`src/rtl/wfgdd_pkg.sv`:
```
// Package for the wait-for graph deadlock detector.
// Holds opcodes, status codes and command/status structs; no dependencies.
`timescale 1ns / 1ps
package wfgdd_pkg;
	localparam logic [1:0] OP_REQUEST  = 2'd0;
	localparam logic [1:0] OP_ACQUIRED = 2'd1;
	localparam logic [1:0] OP_UNLOCK   = 2'd2;
	localparam logic [1:0] OP_CHECK    = 2'd3;

	localparam logic [1:0] ST_DONE  = 2'd0;
	localparam logic [1:0] ST_CYCLE = 2'd1;
	localparam logic [1:0] ST_NONE  = 2'd2;
	localparam logic [1:0] ST_FULL  = 2'd3;

	localparam logic [4:0] WAIT_MAX = 5'd31;

	typedef struct packed {
		logic start;
		logic scan_step;
		logic apply;
		logic dfs_init;
		logic dfs_step;
		logic emit_step;
	} wfgdd_cmd_t;

	typedef struct packed {
		logic scan_done;
		logic dfs_done;
		logic dfs_found;
		logic emit_done;
	} wfgdd_sts_t;
endpackage

```
`src/rtl/wfgdd_ctrl.sv`:
```
// Controller state machine for the deadlock detector.
// Depends on wfgdd_pkg; drives the datapath by command struct.
`timescale 1ns / 1ps
module wfgdd_ctrl (
	input  logic                 clk,
	input  logic                 arst_n,
	input  logic                 in_fire,
	input  logic [1:0]           in_op,
	input  logic                 out_free,
	input  wfgdd_pkg::wfgdd_sts_t sts,
	output wfgdd_pkg::wfgdd_cmd_t cmd,
	output logic                 busy,
	output logic                 emit_valid,
	output logic                 emit_kind
);
	import wfgdd_pkg::*;

	localparam logic [2:0] S_IDLE = 3'd0;
	localparam logic [2:0] S_SCAN = 3'd1;
	localparam logic [2:0] S_APPLY = 3'd2;
	localparam logic [2:0] S_DONE = 3'd3;
	localparam logic [2:0] S_DFS = 3'd4;
	localparam logic [2:0] S_EMIT = 3'd5;
	localparam logic [2:0] S_NONE = 3'd6;

	logic [2:0] state_q;
	logic [2:0] state_d;

	always_comb begin
		cmd = '0;
		state_d = state_q;
		emit_valid = 1'b0;
		emit_kind = 1'b0;
		unique case (state_q)
			S_IDLE: begin
				if (in_fire) begin
					cmd.start = 1'b1;
					state_d = (in_op == OP_CHECK) ? S_DFS : S_SCAN;
					cmd.dfs_init = (in_op == OP_CHECK);
				end
			end
			S_SCAN: begin
				cmd.scan_step = 1'b1;
				if (sts.scan_done) state_d = S_APPLY;
			end
			S_APPLY: begin
				cmd.apply = 1'b1;
				state_d = S_DONE;
			end
			S_DONE: begin
				emit_valid = 1'b1;
				if (out_free) state_d = S_IDLE;
			end
			S_DFS: begin
				if (sts.dfs_found) state_d = S_EMIT;
				else if (sts.dfs_done) state_d = S_NONE;
				else cmd.dfs_step = 1'b1;
			end
			S_EMIT: begin
				emit_valid = 1'b1;
				emit_kind = 1'b1;
				if (out_free) begin
					cmd.emit_step = 1'b1;
					if (sts.emit_done) state_d = S_IDLE;
				end
			end
			S_NONE: begin
				emit_valid = 1'b1;
				if (out_free) state_d = S_IDLE;
			end
			default: state_d = S_IDLE;
		endcase
	end

	assign busy = (state_q != S_IDLE);

	always_ff @(posedge clk or negedge arst_n) begin
		if (!arst_n) begin
			state_q <= S_IDLE;
		end else begin
			state_q <= state_d;
		end
	end
endmodule

```
`config.mk`:
```
export PLATFORM = sky130hd
export DESIGN_NAME = wfgdd_ctrl
export DESIGN_NICKNAME = d
export VERILOG_FILES = /design/src/rtl/wfgdd_pkg.sv /design/src/rtl/wfgdd_ctrl.sv
export SDC_FILE = /design/constraint.sdc
export NUM_CORES = 1
export LEC_CHECK = 0
export BUFFER_PORTS_ARGS = -buffer_cell sky130_fd_sc_hd__buf_2
export CAP_MARGIN = 0
export CORE_AREA = 2 2 39 41
export DETAILED_ROUTE_END_ITERATION = 7
export DIE_AREA = 0 0 41 43
export PLACE_DENSITY = 0.52
export REMOVE_ABC_BUFFERS = 1
export SYNTH_ARGS = -nofsm -noshare
export SYNTH_HDL_FRONTEND = slang
export SYNTH_SLANG_ARGS = --single-unit
```
`constraint.sdc`:
```
create_clock -name clk -period 1.4 [get_ports clk]
set_input_delay 0.07 -clock clk [delete_from_list [all_inputs] [get_ports clk]]
set_output_delay 0.07 -clock clk [all_outputs]
set_load 0.02 [all_outputs]
```
==> reports/metrics.yaml <==
run_status:
  status: "finished, violations left"
  violated_checks: "negative setup slack"
sta:
  finalHoldViolations: 0
  fin_crit_sh_pct: 105
  slew-limit-headroom_pct: 78.6
  period_needed_ns: 1.47
  grt_setup_unrepaired: "true"
  finalSetupViolations: 1
  setup_slack_ns: -0.0653
  fin_setup_tns_ns: -0.0653
  fmaxAchievable_ghz: 0.682
  maxSlewViolCount: 0
  holdWs_ns: 0.164
  clock_skew_ns: 0.00504
  max_slew.worst_pin.slew_ns: 0.319
synthesis:
  post_synth_xor_area_fraction_pct: 2.60
  synth_compound_gate_area_share_pct: 24.2
  ys_async_sr_fraction_pct: 100
  netlist_instances: 43
  post_synth_main_area_contributors: "sky130_fd_sc_hd__dfrtp_1 (22%), sky130_fd_sc_hd__a21oi_1 (7.4%), sky130_fd_sc_hd__nand2b_1 (7.4%)"
  synth_enable_flop_cells: 0
  synth_adder_area_share_pct: 2.97
  avg_synthesized_cell_area_um2: 7.83
  main_combinational_cell_family_by_area_after_synthesis: "simple AND/OR/NAND/NOR gates"
  synth.yosys.warnings: 0
  dominantRegCellSynth: "sky130_fd_sc_hd__dfrtp_1"
  synth_top_area_cell: "sky130_fd_sc_hd__dfrtp_1"
  post_synth_instance_area_um2: 337
  synth_cell_types: 26
  synth_simple_gate_area_share_pct: 40.5
  post_synth_mux_area_share_pct: 0
  seq_area_frac_synth_pct: 22.3
  synth_top_cell_area_share_pct: 22.3
  yosys_register_bits: 3
finish:
  largest-register: "state_q"
  stdcell_count: 86
  post-route-util_pct: 40.2
  layout-drive-gt1-share_pct: 51.4
  antenna_cells: 0
  areaGrowthSynthToFinish_pct: 65.4
  largest_register_ff_count: 3
  filler_cell_count: 151
  multi_input_area_um2: 255
  largestRegisters: "state_q x3"
  nNetsFinal: 81
  seqCellArea_um2: 76.3
floorplanning:
  core-area_um2: 1380
  core.rowCount: 14
  die_width_um: 41
  die_area_um2: 1760
  num_io_pins: 19
  die_h_um: 43
  initial_utilization_pct: 24.3
grt:
  gr-usage-met2_pct: 17.2
  grt_first_pass_wirelength_um: 1390
  initial_antenna_violation_count: 0
  global_route.overflow_total: 0
  gr-usage-all-layers_pct: 11.8
  pin_count_of_the_biggest_net_entering_global_routing: 12
  use_met1_pct: 15.3
  grt-busiest-layer: "met2"
  grtUsageMet3_pct: 1.57
  grt_pass1_vias: 346
routing:
  drt_drc_violations_left: 0
  viasPerCell: 4.72
  avgRoutedWirePerCell_um: 9.92
  first_pass_iters: 2
  detail_route.iter0.violations: 9
  drtAntennaViolNets: 0
  dr_total_vias: 406
  routed_wl_um: 853
critical_path:
  crit_start: "state_q[1]$_DFFE_PN0P_"
  required_time_of_the_critical_path_ns: 1.33
  rrSetupSlack_ns: 0.15
  cp_max_stage_delay_ns: 0.43
  crit_family: "simple AND/OR/NAND/NOR gates"
  worst_ep_arrival_time_ns: 1.40
  critical_path.slowest_cell: "sky130_fd_sc_hd__dfrtp_2"
  critical_path.cell_chain: "or3_4 > nor2_4 > and3_4 > buf_6"
  timing.critical_path.from_type: "flip-flop"
  worstSetupEndpointType: "output pin"
  worstSetupPathType: "reg -> out"
  timing.critical_path.fanout_max: 6
  worstPathBufferInverterCount: 1
  reg2reg_from: "state_q[2]$_DFFE_PN0P_"
clock_tree:
  tritoncts.num_buffers: 3
  clock-root-buffer: "sky130_fd_sc_hd__clkbuf_4"
  cts.clk_slew.worst_paths_ns: 0.04
  cts-root-to-sink-buffers: 2
  tritoncts: "built"
  cts_num_sinks: 3
  htree_num_levels: 1
  clock_insertion_delay_worst_skew_ns: 0.23
placed_design:
  placed_cells_incl_taps: 79
  port_buffers: 18
  finalWeightedCongestion: 0.673
job:
  drv_cap: 0
power:
  leakagePower_nw: 0.268
  power_per_cell_area_nw_per_um2: 1730
  vdd_ir_drop_max_v: 0.000980
min_path:
  worstHoldPathType: "in -> async"
==> cell usage in the layout, fill, tap and decap left out <==
master,n
sky130_fd_sc_hd__a311oi_1,1
sky130_fd_sc_hd__xnor2_1,1
sky130_fd_sc_hd__a211oi_1,1
sky130_fd_sc_hd__and2_4,1
sky130_fd_sc_hd__dlygate4sd3_1,1
sky130_fd_sc_hd__and3b_2,1
sky130_fd_sc_hd__buf_2,15
sky130_fd_sc_hd__nor2b_1,1
sky130_fd_sc_hd__nand3_1,1
sky130_fd_sc_hd__dfrtp_2,1
sky130_fd_sc_hd__nor2_1,5
sky130_fd_sc_hd__clkbuf_1,1
sky130_fd_sc_hd__a32o_1,1
sky130_fd_sc_hd__or3_1,1
sky130_fd_sc_hd__inv_1,2
sky130_fd_sc_hd__a32oi_1,1
sky130_fd_sc_hd__dfrtp_1,2
sky130_fd_sc_hd__and3_4,1
sky130_fd_sc_hd__nor4bb_1,1
sky130_fd_sc_hd__buf_4,7
sky130_fd_sc_hd__or3_4,1
sky130_fd_sc_hd__maj3_1,1
sky130_fd_sc_hd__clkbuf_4,3
sky130_fd_sc_hd__a21o_1,1
sky130_fd_sc_hd__nand2b_1,4
sky130_fd_sc_hd__a211o_1,1
sky130_fd_sc_hd__nor2_4,1
sky130_fd_sc_hd__buf_6,3
sky130_fd_sc_hd__o21ai_0,1
sky130_fd_sc_hd__a21oi_1,5
sky130_fd_sc_hd__and2_1,1
sky130_fd_sc_hd__nor3b_2,2
==> cell type report <==
| cell class | instances | share of cell area [%] |
|---|---|---|
| multi-input cells | 35 | 45.8 |
| repair buffers | 26 | 30.8 |
| flip-flops and latches | 3 | 13.7 |
| clock buffers | 4 | 4.72 |
| well taps | 16 | 3.60 |
| inverters | 2 | 1.35 |
==> worst register-to-register path: cells and delay by family (launching register included) <==
family / cells / cell delay [ns]
DFF: 1 / 0.37
adders and majority gates: 1 / 0.35
buffers and inverters: 2 / 0.31
AOI/OAI and AO/OA: 1 / 0.15
==> layer usage <==
| metal | up-vias | share of wire (%) |
|---|---|---|
| met3 | 0 | 6.4 |
| met4 | 0 | 0 |
| li1 | 209 | - |
| met5 | - | 0 |
| met1 | 184 | 45 |
| met2 | 13 | 49 |
==> timing repair <==
item | 4_1_cts | 5_1_grt
setup buffers | 2 | 0
hold buffers | 1 | 0
gates resized for setup | 2 | 10
setup endpoints to repair | 2 | 5
hold endpoints to repair | 3 | 0
pin swaps | 0 | 0
==> worst paths after layout <==
| check | depth (start not counted) | end |
|---|---|---|
| max reg2reg | 4 | state_q[1]$_DFFE_PN0P_ |
| min in group clk | 3 | state_q[1]$_DFFE_PN0P_ |
| max in group asynchronous | 2 | state_q[1]$_DFFE_PN0P_ |
| min reg2reg | 2 | state_q[1]$_DFFE_PN0P_ |
| max | 4 | cmd[2] |
| min | 2 | state_q[2]$_DFFE_PN0P_ |
==> synth_stat cells, types with 2 or more instances <==
cell type                  instances
sky130_fd_sc_hd__nor2_1            5
sky130_fd_sc_hd__dfrtp_1           3
sky130_fd_sc_hd__a21oi_1           5
sky130_fd_sc_hd__inv_1             2
sky130_fd_sc_hd__and2_1            2
sky130_fd_sc_hd__nand2b_1          4
sky130_fd_sc_hd__buf_2             2
sky130_fd_sc_hd__nor3b_1           2
==> through the flow <==
| stage | instance area [um2] | worst slack, ns | power (mW) |
|---|---|---|---|
| floorplan | 319 | -0.0887 | 0.532 |
| global placement | 467 | 0.147 | 0.749 |
| detailed placement | 467 | 0.131 | 0.750 |
| CTS | 524 | -0.0629 | 0.943 |
| global route | 557 | -0.118 | 1.05 |
| finish | 557 | -0.0653 | 0.964 |
==> report_power, final <==
group / total (mW) / switching [mW] / internal, mW
Combinational: 0.650 / 0.329 / 0.321
Sequential: 0.163 / 0.0389 / 0.124
Clock: 0.151 / 0.0440 / 0.107
==> cells by family after synthesis <==
| logic type | Yosys count |
|---|---|
| AOI/OAI and AO/OA | 12 |
| adders and majority gates | 1 |
| and+or+nand+nor | 21 |
| xor gates and xnor gates | 1 |
| buffers and inverters | 5 |
| DFF | 3 |
(Power assumes the default switching activity.)
